### src/hdl/icy_dfr_pkg.sv
package icy_dfr_pkg;

  localparam int ByteW     = 8;
  localparam int IntervalW = 24;
  localparam int RemainW   = 12;
  localparam int PhaseW    = 2;

  // Metadata block length is counted in units of 16 bytes.
  localparam int BlockUnitShift = 4;

  localparam logic [PhaseW-1:0] PH_AUDIO  = 2'd0;
  localparam logic [PhaseW-1:0] PH_LENGTH = 2'd1;
  localparam logic [PhaseW-1:0] PH_META   = 2'd2;

  typedef struct packed {
    logic             valid;
    logic [ByteW-1:0] payload_byte;
    logic             is_metadata;
    logic             block_last;
  } result_t;

endpackage

### src/hdl/icy_dfr_framer.sv
module icy_dfr_framer
  import icy_dfr_pkg::*;
(
  input  logic                 clk,
  input  logic                 rst,
  input  logic                 cfg_we,
  input  logic [IntervalW-1:0] cfg_wdata,
  input  logic                 step,
  input  logic [ByteW-1:0]     step_byte,
  output result_t              result
);

  logic [IntervalW-1:0] meta_interval;
  logic [PhaseW-1:0]    phase, phase_next;
  logic [IntervalW-1:0] audio_count, audio_count_next;
  logic [RemainW-1:0]   metadata_remaining, metadata_remaining_next;
  logic [RemainW-1:0]   block_len;
  logic                 meta_last;

  assign block_len = {step_byte, {BlockUnitShift{1'b0}}};
  assign meta_last = metadata_remaining inside {RemainW'(0), RemainW'(1)};

  always_comb begin
    phase_next              = phase;
    audio_count_next        = audio_count;
    metadata_remaining_next = metadata_remaining;
    result.valid            = 1'b1;
    result.payload_byte     = step_byte;
    result.is_metadata      = 1'b0;
    result.block_last       = 1'b0;
    if (meta_interval != '0) begin
      case (phase)
        PH_LENGTH: begin
          result.valid = 1'b0;
          if (block_len == '0) begin
            phase_next       = PH_AUDIO;
            audio_count_next = meta_interval;
          end else begin
            phase_next              = PH_META;
            metadata_remaining_next = block_len;
          end
        end
        PH_META: begin
          result.is_metadata = 1'b1;
          result.block_last  = meta_last;
          if (meta_last) begin
            phase_next              = PH_AUDIO;
            audio_count_next        = meta_interval;
            metadata_remaining_next = '0;
          end else begin
            metadata_remaining_next = metadata_remaining - RemainW'(1);
          end
        end
        default: begin
          // The unused phase code behaves as the audio phase.
          if (audio_count inside {IntervalW'(0), IntervalW'(1)}) begin
            audio_count_next = '0;
            phase_next       = PH_LENGTH;
          end else begin
            audio_count_next = audio_count - IntervalW'(1);
            phase_next       = PH_AUDIO;
          end
        end
      endcase
    end
  end

  always_ff @(posedge clk) begin
    if (rst) begin
      meta_interval      <= '0;
      phase              <= PH_AUDIO;
      audio_count        <= '0;
      metadata_remaining <= '0;
    end else if (cfg_we) begin
      // A new interval restarts the framing at the head of an audio run.
      meta_interval      <= cfg_wdata;
      phase              <= PH_AUDIO;
      audio_count        <= cfg_wdata;
      metadata_remaining <= '0;
    end else if (step) begin
      phase              <= phase_next;
      audio_count        <= audio_count_next;
      metadata_remaining <= metadata_remaining_next;
    end
  end

endmodule

### src/hdl/icy_metadata_deframer_core.sv
// Splits a received ICY byte stream into audio and metadata items. Every input
// item is one stream byte; after cfg_wdata audio bytes comes a length byte,
// which is swallowed, and then sixteen times that many metadata bytes, marked
// by tuser and closed by tlast. A zero interval passes all bytes through as
// audio, and writing the interval restarts the framing at an audio run. One
// item is taken every clock cycle while the output is being drained. A byte is
// held in the input register until the result register is free; there the
// framing counters are stepped and, for all but length bytes, the result
// register is loaded. A stalled output holds the input register, which then
// stalls the input.
module icy_metadata_deframer_core
  import icy_dfr_pkg::*;
(
  input  logic                 clk,
  input  logic                 rst,
  input  logic                 cfg_we,
  input  logic [IntervalW-1:0] cfg_wdata,     // meta_interval
  input  logic                 s_axis_tvalid,
  output logic                 s_axis_tready,
  input  logic [ByteW-1:0]     s_axis_tdata,  // stream_byte
  output logic                 m_axis_tvalid,
  input  logic                 m_axis_tready,
  output logic [ByteW-1:0]     m_axis_tdata,  // payload_byte
  output logic                 m_axis_tuser,  // is_metadata
  output logic                 m_axis_tlast   // block_last
);

  logic             in_valid;
  logic [ByteW-1:0] in_byte;
  logic             out_free;
  logic             advance;
  result_t          res;

  assign out_free      = !m_axis_tvalid || m_axis_tready;
  assign advance       = in_valid && out_free;
  assign s_axis_tready = !in_valid || out_free;

  always_ff @(posedge clk) begin
    if (rst) begin
      in_valid <= 1'b0;
    end else if (s_axis_tready) begin
      in_valid <= s_axis_tvalid;
    end
  end

  always_ff @(posedge clk) begin
    if (s_axis_tvalid && s_axis_tready) begin
      in_byte <= s_axis_tdata;
    end
  end

  icy_dfr_framer u_framer (
    .clk       (clk),
    .rst       (rst),
    .cfg_we    (cfg_we),
    .cfg_wdata (cfg_wdata),
    .step      (advance),
    .step_byte (in_byte),
    .result    (res)
  );

  always_ff @(posedge clk) begin
    if (rst) begin
      m_axis_tvalid <= 1'b0;
    end else if (out_free) begin
      m_axis_tvalid <= advance && res.valid;
    end
  end

  always_ff @(posedge clk) begin
    if (advance && res.valid) begin
      m_axis_tdata <= res.payload_byte;
      m_axis_tuser <= res.is_metadata;
      m_axis_tlast <= res.block_last;
    end
  end

  a_last_is_meta: assert property (@(posedge clk) disable iff (rst)
    m_axis_tvalid && m_axis_tlast |-> m_axis_tuser)
    else $error("block_last set on an audio item");

  a_hold_input: assert property (@(posedge clk) disable iff (rst)
    in_valid && !out_free |-> !s_axis_tready)
    else $error("input accepted while the held byte cannot move on");

  a_result_shown: assert property (@(posedge clk) disable iff (rst)
    advance && res.valid |=> m_axis_tvalid)
    else $error("result item lost on its way to the result register");

  a_length_silent: assert property (@(posedge clk) disable iff (rst)
    advance && !res.valid && !m_axis_tvalid |=> !m_axis_tvalid)
    else $error("result item invented for a length byte");

endmodule

### config.mk
export PLATFORM = sky130hd
export DESIGN_NAME = icy_metadata_deframer_core
export DESIGN_NICKNAME = d
export VERILOG_FILES = /design/src/hdl/icy_dfr_pkg.sv /design/src/hdl/icy_dfr_framer.sv /design/src/hdl/icy_metadata_deframer_core.sv
export SDC_FILE = /design/constraint.sdc
export NUM_CORES = 1
export LEC_CHECK = 0
export ABC_AREA = 1
export BUFFER_PORTS_ARGS = -buffer_cell sky130_fd_sc_hd__clkbuf_2
export CORE_UTILIZATION = 60
export DETAILED_ROUTE_END_ITERATION = 10
export PLACE_DENSITY_LB_ADDON = 0.25
export SLEW_MARGIN = 20
export SYNTH_ARGS = -nofsm -noshare
export SYNTH_HDL_FRONTEND = slang
export SYNTH_SLANG_ARGS = --single-unit
### constraint.sdc
create_clock -name clk -period 4.6 [get_ports clk]
set_input_delay 0.46 -clock clk [delete_from_list [all_inputs] [get_ports clk]]
set_output_delay 0.46 -clock clk [all_outputs]
set_load 0.005 [all_outputs]
==> results of run 1 <==
[how the worst min path moves through the flow]
stage                               startpoint                   endpoint  slack, ns
final                          s_axis_tdata[7]       in_byte[7]$_DFFE_PP_       0.25
after global routing           s_axis_tdata[1]       in_byte[1]$_DFFE_PP_       0.24
after CTS                      s_axis_tdata[6]       in_byte[6]$_DFFE_PP_       0.25
after detailed placement  in_byte[3]$_DFFE_PP_  m_axis_tdata[3]$_DFFE_PP_       0.44
after global placement    in_byte[3]$_DFFE_PP_  m_axis_tdata[3]$_DFFE_PP_       0.43
after floorplan           in_byte[2]$_DFFE_PP_  m_axis_tdata[2]$_DFFE_PP_       0.43
[cell usage in the layout (no fill, tap or decap), types with 8 or more instances in the layout]
cell type    n
clkbuf_2    48
nand2_1    213
o21ai_0     36
ha_1         8
clkbuf_8     9
nand3_1     32
o21bai_1    11
edfxtp_1    18
xor2_1      12
dfxtp_1     64
nand4_1      8
inv_1       73
a21oi_1     36
nor2_1     134
[layout make-up]
| type | count | area (µm²) |
|---|---|---|
| Clock buffer | 9 | 123.9 |
| Clock inverter | 7 | 76.32 |
| Fill cell | 618 | 2273 |
| Inverter | 76 | 285.3 |
| Multi-Input combinational cell | 520 | 2386 |
| Sequential cell | 82 | 1822 |
| Tap cell | 99 | 123.9 |
| Timing Repair Buffer | 48 | 240.2 |
[worst max-delay path, cell delays in order, from the launching register on]
cell	delay, ns
dfxtp_1	0.36
inv_1	0.06
ha_1	0.67
inv_1	0.24
nor2_1	0.13
nand2_1	0.24
inv_2	0.30
nand3_1	0.11
nand2_1	0.08
nor2_1	0.04
nor2_1	0.11
[power by group through the flow]
stage	clock network (mW)	logic, mW	registers, mW
after floorplan	0	0.242	0.820
after global placement	0	0.302	0.827
after detailed placement	0	0.311	0.829
after CTS	0.538	0.314	0.812
after global routing	0.566	0.363	0.818
final	0.530	0.317	0.814
[cell families (layout without fill, tap and decap cells)]
group / Yosys count / after routing / synth area share (%)
AOI/OAI and AO/OA: 91 / 91 / 10.71
xor gates and xnor gates: 15 / 15 / 2.846
adders and majority gates: 8 / 8 / 2.169
buffers and inverters: 98 / 140 / 8.837
DFF: 82 / 82 / 39.47
and+or+nand+nor: 406 / 406 / 35.97
[per-layer routing]
| metal | track usage [%] | wire, µm |
|---|---|---|
| met5 | 0 | 0 |
| met3 | 6.684 | 525 |
| met4 | 10.25 | 265 |
| met2 | 51.03 | 5629 |
| met1 | 31.35 | 4560 |
[state kept, by name, indices dropped and copies added (netlist names), 2 cells and up]
signal                       count
u_framer.meta_interval          24
u_framer.audio_count            24
in_byte                          8
u_framer.phase                   2
m_axis_tdata                     8
u_framer.metadata_remaining     12
[stage by stage]
stage,cells,area (µm²),worst slack [ns]
after global routing,841,5057,1.943
after floorplan,700,4616,3.070
after global placement,825,4857,2.285
after detailed placement,825,4857,2.189
after CTS,841,5057,2.256
final,841,5057,2.192
[cell usage after synthesis, drive strengths merged]
cell type	count	area, µm²
nand2	214	805.8
nand4	8	50.05
nand3	34	187.7
clkbuf	6	22.52
nor3b	1	7.510
ha	8	100.1
xor2	12	105.1
nor3	6	35.03
o22ai	3	18.77
a31oi	2	12.51
dfxtp	64	1281
a21boi	1	7.510
edfxtp	18	540.5
nor2	143	574.3
xnor2	3	26.28
o21ai	37	185.2
o21bai	11	82.58
a21oi	36	180.2
buf	16	100.1
o21a	1	7.510
inv	76	285.3
==> reports/qor.csv, run 1 <==
metric,value,unit
postRouteWirelength,10.98,mm
avgViaCountPerCell,5.271,
yosys_warnings,0,
crit_path_end_kind,register,
htreeDepth,3,
pwr-share-clk,31.9,%
coreArea,0.007331,mm²
timing.rr.start,u_framer.phase[0]$_SDFFE_PP0P_,
drtIter0Drc,326,
ios,49,
synthCells,700,
hp-class,input port to register,
tightest_slew,0.8471,ns
num_rows,31,
seq_power_share,49.0,%
grt_pass1_vias,4122,
ir_worst_vdd,0.0002392,V
p_int,1.104,mW
nets,782,
drv_cap,0,
fin_crit_sh,52.35,%
clkTransAtPathRegs,0.10,ns
vias,4433,
reg2reg_to,u_framer.audio_count[18]$_SDFFE_PP0P_,
period_minus_slack,2.408,ns
seq_area_frac_synth,39.47,%
dieArea,0.008048,mm²
syn2layout_area_growth,9.569,%
cts_hold_buf,0,
clk_path_buf_depth,2,
first_pass_iters,5,
slew_viol_final,0,
reg2reg_depth,10,
syn-num-nets,745,
rsz0062_at_grt,false,
diodes,0,
hold_path_depth,1,
cts_tree,built,
hold_viol,0,
swShare,33.54,%
endpoint,u_framer.audio_count[18]$_SDFFE_PP0P_,
place.gp.congestion,0.9348,
critical_path.startpoint,u_framer.phase[0]$_SDFFE_PP0P_,
grt_max_degree,46,
hold_slack,0.2539,ns
final_util,68.99,%
fin_skew,0.01261,ns
pwr-share-comb,19.1,%
p_leak,2.412,nW
synth_area,0.004616,mm²
grt_pass1_wl,18.16,mm
cts_sinks,82,
synth-seq-cells,82,
arrival,2.71,ns
ant_nets,0,
ys_types,32,
cts_made_buffers,9,
cts-root-buf,clkbuf_8,
cts_setup_buffers,0,
wl_per_cell,13.06,µm
total_power,1.661,mW
drive_gt1_share,10.78,%
p_switching,0.5571,mW
antenna_found_initial,0,
synth.avg_cell_area,6.594,µm²
grt_use_total,27.92,%
start_kind,register,
start_util,62.96,%
fmax,0.4153,GHz
die_y,89.71,µm
critPathMaxFanout,23,
hpwl,7.991,mm
status,"finished, final reports clean",
crit_required,4.90,ns
setup_viol,0,
rrSetupSlack,2.19,ns
drc_errors,0,
relSlewSlack,43.32,%
portBuffers,48,
path_class,register to register,
clk_latency,0.37,ns
die_w,89.71,µm
cts-resized-gates,0,
tns,0,ns
grt-ovfl-total,0,
p_per_area,328.5,mW/mm²
(Power assumes the default switching activity.)
==> run 2: changes to the inputs <==
ABC_AREA = 0   (was 1)
CORE_UTILIZATION = 53   (was 60)
clock period = 2.16 ns   (was 4.6 ns; I/O delays follow)
==> run 2 against run 1 <==
  * The flow now finishes with violations (negative setup slack)
  * Sequential share of layout area shrank 3.1 points
  * Power up 120%
  * Synthesized cell count is 30% lower
  * Via count is 0.29% higher
  * Critical endpoint is now u_framer.audio_count[17]$_SDFFE_PP0P_
  * First-iteration DRC count is 37% higher
  * Sequential cell count is the same
  * Cell count fell by 15%
  * Clock power grew 120%
  * Die area rose by 3.1%
  * Critical path depth is 3 lower
==> reports/qor.csv, run 2 <==
metric,value,unit,change
status,"complete, but fails checks",,
violations,negative setup slack,,
dp_cells,682,,-17%
reg2reg_to,u_framer.audio_count[17]$_SDFFE_PP0P_,,
place.gp.congestion,0.9279,,-0.74%
num_rows,32,,+3.2%
wl_per_cell,17.58,µm,+35%
synth-main-ff-cell,dfxtp_1,,
cts_hold_buf,0,,unchanged
yosys.area.top_type_share,30.46,%,+2.7 points
synthCells,489,,-30%
timing.rr.start,in_byte[4]$_DFFE_PP_,,
ys_top_cells_by_count,"dfxtp_1, nor2_1, a21oi_1, nand2_1, o21ai_0",,
drc_errors,0,,unchanged
htreeDepth,3,,unchanged
yosys_warnings,0,,unchanged
reg2reg_depth,7,,-3
hp-class,input port to register,,
vias,4446,,+0.29%
dieArea,0.008297,mm²,+3.1%
diodes,0,,unchanged
synth_top_family_by_area,compound AO/OA/AOI/OAI gates,,
arrival,2.60,ns,-0.11 ns
synth.avg_cell_area,8.602,µm²,+30%
critPathMaxFanout,6,,-74%
synthArstFlopShare,0,%,unchanged
cts_made_buffers,9,,unchanged
cts_tree,built,,
fmax,0.4240,GHz,+2.1%
synthXorXnorAreaFrac,1.041,%,-1.8 points
postRouteWirelength,12.52,mm,+14%
fin_crit_sh,109.2,%,+57 points
synth_simple_gate_area_share,21.12,%,-15 points
first_pass_iters,5,,unchanged
path_class,register to register,,
hold_viol,0,,unchanged
tightest_slew,0.5739,ns,-0.2732 ns
grt_use_total,29.94,%,+2.0 points
worst_slack,-0.1984,ns,-2.390 ns
final_cell_mix,"buf_4, dfxtp_1, nor2_1, clkbuf_2, a21oi_1",,
relSlewSlack,61.39,%,+18 points
nets,650,,-17%
cts-root-buf,clkbuf_8,,
holdPathEnd,in_byte[4]$_DFFE_PP_,,
synth-seq-cells,82,,unchanged
syn2layout_area_growth,31.53,%,
hpwl,8.532,mm,+6.8%
yosysMostFrequentCell,dfxtp_1,,
syn-num-nets,534,,-28%
mostFrequentLayoutCell,buf_4,,
netlist.top_cell.by_area,dfxtp_1,,
hp-start,s_axis_tdata[4],,
start_kind,register,,
synth_edf_count,18,,unchanged
start_util,54.72,%,-8.2 points
synth_area,0.004207,mm²,-8.9%
grt-ovfl-total,0,,unchanged
portBuffers,48,,unchanged
slew_viol_final,0,,unchanged
crit_path_end_kind,register,,
p_per_area,645.6,mW/mm²,+97%
grt_max_degree,35,,-24%
synthAdderAreaFrac,2.380,%,+0.21 points
setup_viol,24,,+24
p_leak,2.203,nW,-8.7%
synthTopCellsByArea,"dfxtp_1, edfxtp_1, a21oi_1",,
seq_area_frac_synth,43.31,%,+3.8 points
place_ws,-0.1580,ns,-2.347 ns
die_y,91.09,µm,+1.5%
antenna_found_initial,0,,unchanged
crit_required,2.41,ns,-2.49 ns
grt_pass1_vias,4132,,+0.24%
rsz0062_at_grt,true,,
rrSetupSlack,-0.20,ns,-2.39 ns
grt_pass1_wl,19.79,mm,+9.0%
clkTransAtPathRegs,0.10,ns,about the same
drv_cap,0,,unchanged
hold_path_depth,1,,unchanged
die_w,91.09,µm,+1.5%
avgViaCountPerCell,6.244,,+18%
coreArea,0.007687,mm²,+4.9%
largestRegisters,"u_framer.audio_count (24), u_framer.meta_interval (24), u_framer.metadata_remaining (12)",,
cts_sinks,82,,unchanged
stdcell_count,712,,-15%
ir_worst_vdd,0.0004532,V,+89%
clk_path_buf_depth,2,,unchanged
drive_gt1_share,31.15,%,+20 points
ant_nets,0,,unchanged
total_power,3.572,mW,+120%
period_minus_slack,2.358,ns,-0.04953 ns
drtIter0Drc,447,,+37%
clk_latency,0.36,ns,about the same
ys_types,61,,+91%
fin_skew,0.01366,ns,+0.001052 ns
synth_compound_area_share,24.54,%,+14 points
ios,49,,unchanged
synthMuxAreaShare,3.599,%,+3.6 points
-- run 2: metrics by stage --
step	util [%]	setup TNS, ns	cell area, µm²	hold slack, ns
floorplan	-	-0.1857	4218	0.2958
finish	71.97	-2.590	5533	0.02247
CTS	70.12	-0.8413	5390	0.01750
global placement	65.15	-0.8776	5009	0.3927
global route	71.97	-4.108	5533	0.009096
detailed placement	65.15	-2.814	5009	0.3946
-- run 2: layout make-up --
cell class,count,area [µm²]
well taps,102,127.6
clock inverters,7,82.58
multi-input cells,366,2412
clock buffers,9,123.9
fillers,595,2155
repair buffers,129,898.4
flip-flops and latches,82,1824
inverters,17,63.81
-- run 2: what timing repair did --
item | in CTS | in global routing
setup buffers | 4 | 8
cloned | 1 | 1
endpoints found under the setup margin | 29 | 37
resized for setup | 35 | 20
pin swaps | 18 | 11
-- run 2: how the worst max path moves through the flow --
stage                                            startpoint                                    end  slack, ns  depth (start not counted)
5_1_grt                                in_byte[0]$_DFFE_PP_   u_framer.audio_count[1]$_SDFFE_PP0P_      -0.28                          8
6_report                               in_byte[4]$_DFFE_PP_  u_framer.audio_count[17]$_SDFFE_PP0P_      -0.20                          7
2_1_floorplan                          in_byte[2]$_DFFE_PP_   u_framer.audio_count[5]$_SDFFE_PP0P_      -0.04                          6
3_3_place_gp                           in_byte[2]$_DFFE_PP_   u_framer.audio_count[5]$_SDFFE_PP0P_      -0.11                          7
4_1_cts                                in_byte[6]$_DFFE_PP_   u_framer.audio_count[1]$_SDFFE_PP0P_       -0.1                          8
3_5_place_dp   u_framer.metadata_remaining[11]$_SDFFE_PP0P_  u_framer.audio_count[14]$_SDFFE_PP0P_      -0.16                          8
-- run 2: logic make-up (layout without fill, tap and decap cells) --
group,count (synthesis),after routing
and+or+nand+nor,181,181
AOI/OAI and AO/OA,156,157
DFF,82,82
buffers and inverters,42,162
muxes,15,15
adders and majority gates,8,8
xor gates and xnor gates,5,5
-- run 2: critical path, cell delays in order, from the launching register on --
cell and delay, ns:
edfxtp_1 0.43, or4_4 0.57, o21a_4 0.23, a2111oi_4 0.40, buf_4 0.23, buf_4 0.12
nand2_1 0.05, a32o_1 0.21
-- run 2: report_power, final --
group | leakage, nW | switching (mW) | internal (mW) | total (mW)
logic | 1.40 | 0.374 | 0.299 | 0.673
registers | 0.699 | 0.0669 | 1.64 | 1.71
clock network | 0.0988 | 0.635 | 0.555 | 1.19
-- run 2: per-layer routing --
layer  track usage, %  wire length [µm]  vias to the layer above
li1                 -                 -                     2069
met1            39.97              5433                     2114
met2            47.54              5666                      229
met3            6.449              1117                       34
met4            11.24               301                        0
met5                0                 0                        -
==> run 3: changes to the inputs <==
CORE_MARGIN = 4   (was not set)
SLEW_MARGIN = not set   (was 20)
==> run 3 against run 2 <==
  * The run still ends with negative setup slack left
  * Routed wire length increased by 2.0%
  * Clock power increased by 6%
  * Fmax increased by 0.37%
  * Clock skew decreased by 0.0053 ns
  * Cell count decreased by 0.14%
  * Non-clock buffer count unchanged
  * Sequential power about the same
  * Setup slack improved by 0.0088 ns
  * Die area increased by 14%
  * First-iteration DRC count increased by 11%
  * Critical endpoint is now u_framer.audio_count[13]$_SDFFE_PP0P_
==> reports/qor.csv, run 3 (synthesized netlist as in run 2, its figures left out) <==
metric,value,unit,change
swShare,28.62,%,-1.5 points
wl_per_cell,17.96,µm,+2.1%
clk_path_buf_depth,2,,unchanged
cp_cell_sequence,or4_4 > o21a_4 > a2111oi_4 > buf_6 > buf_4 > o21ai_0 > nor2_1 > a2111oi_0,,
timing.rr.start,in_byte[5]$_DFFE_PP_,,
rrSetupSlack,-0.19,ns,about the same
ir_worst_vdd,0.0005191,V,+15%
start_util,54.44,%,-0.28 points
critPathMaxFanout,5,,-1
vias,4491,,+1.0%
grt_pass1_vias,4148,,+0.39%
p_per_area,657.6,mW/mm²,+1.9%
p_leak,2.202,nW,about the same
drive_gt1_share,31.03,%,-0.11 points
hp-class,input port to register,,
fin_crit_sh,108.8,%,-0.41 points
tightest_slew,0.6051,ns,+0.03121 ns
grt-ovfl-total,0,,unchanged
ios,49,,unchanged
drtIter0Drc,495,,+11%
stdcell_count,711,,-0.14%
hold_viol,0,,unchanged
relSlewSlack,59.29,%,-2.1 points
hold_path_depth,1,,unchanged
tns,-2.478,ns,+0.1119 ns
postRouteWirelength,12.77,mm,+2.0%
grt_max_degree,30,,-14%
p_int,2.603,mW,+4.3%
drc_errors,0,,unchanged
diodes,0,,unchanged
place.gp.congestion,0.9266,,-0.14%
final_util,71.75,%,-0.23 points
nets,649,,-0.15%
grt_use_total,25.95,%,-4.0 points
first_pass_iters,5,,unchanged
pwr-share-comb,18.6,%,-0.2 points
wl_met1,5.445,mm,+0.22%
clkTransAtPathRegs,0.09,ns,about the same
holdPathEnd,in_byte[2]$_DFFE_PP_,,
critPathSlowestCell,or4_4,,
fin_area,0.005544,mm²,+0.20%
coreArea,0.007727,mm²,+0.52%
reg2reg_to,u_framer.audio_count[13]$_SDFFE_PP0P_,,
grt_pass1_wl,20.38,mm,+3.0%
crit_path_end_kind,register,,
cp_top_family,compound AO/OA/AOI/OAI gates,,
total_power,3.646,mW,+2.1%
hpwl,8.812,mm,+3.3%
avgViaCountPerCell,6.316,,+1.2%
slew_viol_final,0,,unchanged
dp_cells,682,,unchanged
reg2reg_depth,8,,+1
fmax,0.4256,GHz,+0.37%
final_cell_mix,"buf_4, dfxtp_1, nor2_1",,
seq_power_share,46.9,%,-1.0 points
period_minus_slack,2.350,ns,-0.008768 ns
ant_nets,0,,unchanged
highest_layer,met4,,
cts_hold_buf,0,,unchanged
antenna_found_initial,0,,unchanged
status,"complete, but fails checks",,
largestRegisters,"u_framer.audio_count (24), u_framer.meta_interval (24), u_framer.metadata_remaining (12)",,
pwr-share-clk,34.5,%,+1.2 points
setup_viol,22,,-8.3%
cts-root-buf,clkbuf_8,,
cts_tree,built,,
slowest_delay,0.57,ns,about the same
htreeDepth,3,,unchanged
p_switching,1.044,mW,-3.0%
dieArea,0.009426,mm²,+14%
crit_required,2.36,ns,-0.05 ns
wl_met2,5.893,mm,+4.0%
worst_slack,-0.1896,ns,+0.008768 ns
placed_area,0.004996,mm²,-0.25%
clk_latency,0.35,ns,about the same
num_rows,32,,unchanged
path_buf_inv,2,,unchanged
drv_cap,0,,unchanged
portBuffers,48,,unchanged
hp-start,s_axis_tdata[2],,
cts_made_buffers,9,,unchanged
path_class,register to register,,
die_y,97.09,µm,+6.6%
syn2layout_area_growth,31.80,%,
violations,negative setup slack,,
die_w,97.09,µm,+6.6%
mostFrequentLayoutCell,buf_4,,
cts_sinks,82,,unchanged
met3WireLength,1.203,mm,+7.7%
rsz0062_at_grt,true,,
fin_skew,0.008360,ns,-0.005299 ns
arrival,2.55,ns,-0.05 ns
start_kind,register,,
[run 3: cell count changes in the layout (fill, tap and decap cells not counted), sizes merged]
cell | before | now
bufinv | 1 | 2
inv | 20 | 18
o221a | 2 | 1
clkinv | 1 | 2
[run 3: layer usage]
| layer | up-vias | GRT usage [%] |
|---|---|---|
| met5 | - | 0 |
| met4 | 0 | 7.883 |
| met3 | 28 | 5.528 |
| met2 | 245 | 41.51 |
| met1 | 2149 | 35.32 |
| li1 | 2069 | - |
[run 3: worst max path at each step]
| stage | from | endpoint | slack [ns] | cells past startpoint |
|---|---|---|---|---|
| finish | in_byte[5]$_DFFE_PP_ | u_framer.audio_count[13]$_SDFFE_PP0P_ | -0.19 | 8 |
| global route | in_byte[5]$_DFFE_PP_ | u_framer.audio_count[5]$_SDFFE_PP0P_ | -0.25 | 7 |
| CTS | in_byte[5]$_DFFE_PP_ | u_framer.audio_count[12]$_SDFFE_PP0P_ | -0.11 | 6 |
| detailed placement | in_byte[0]$_DFFE_PP_ | u_framer.audio_count[5]$_SDFFE_PP0P_ | -0.17 | 7 |
| global placement | in_byte[2]$_DFFE_PP_ | u_framer.audio_count[5]$_SDFFE_PP0P_ | -0.1 | 7 |
| floorplan | in_byte[2]$_DFFE_PP_ | u_framer.audio_count[5]$_SDFFE_PP0P_ | -0.04 | 6 |
[run 3: cell type report]
type | instances | area, µm²
clock buffer | 9 | 123.9
clock inverter | 7 | 101.3
fill | 582 | 2183
inverter | 17 | 63.81
multi-input combinational | 365 | 2416
sequential | 82 | 1826
tap | 102 | 127.6
timing repair buffer | 129 | 885.9
[run 3: metrics by stage]
| step | hold slack [ns] | setup WS, ns |
|---|---|---|
| detailed placement | 0.3983 | -0.1676 |
| finish | 0.03317 | -0.1896 |
| CTS | 0.02834 | -0.1119 |
| global placement | 0.3930 | -0.09952 |
| global route | 0.02103 | -0.2499 |
| floorplan | 0.2958 | -0.04205 |
[run 3: timing repair]
action | 4_1_cts | 5_1_grt
pin swaps | 10 | 22
cloned | 1 | 0
gates resized for setup | 26 | 32
setup endpoints to repair | 29 | 27
setup buffers | 5 | 8
[run 3: worst reg2reg max path, delay by kind of cell, from the launching register on]
family                 cells  cell delay, ns
AO/OA/AOI/OAI              4            0.82
flip-flops                 1            0.40
buffers and inverters      2            0.32
AND/OR/NAND/NOR            2            0.67
[run 3: power groups by stage]
stage               clock network [mW]  registers (mW)  logic (mW)
finish                            1.26            1.71       0.677
global route                      1.33            1.72       0.730
CTS                               1.26            1.70       0.611
detailed placement                   0            1.74       0.578
global placement                     0            1.73       0.566
floorplan                            0            1.72       0.348
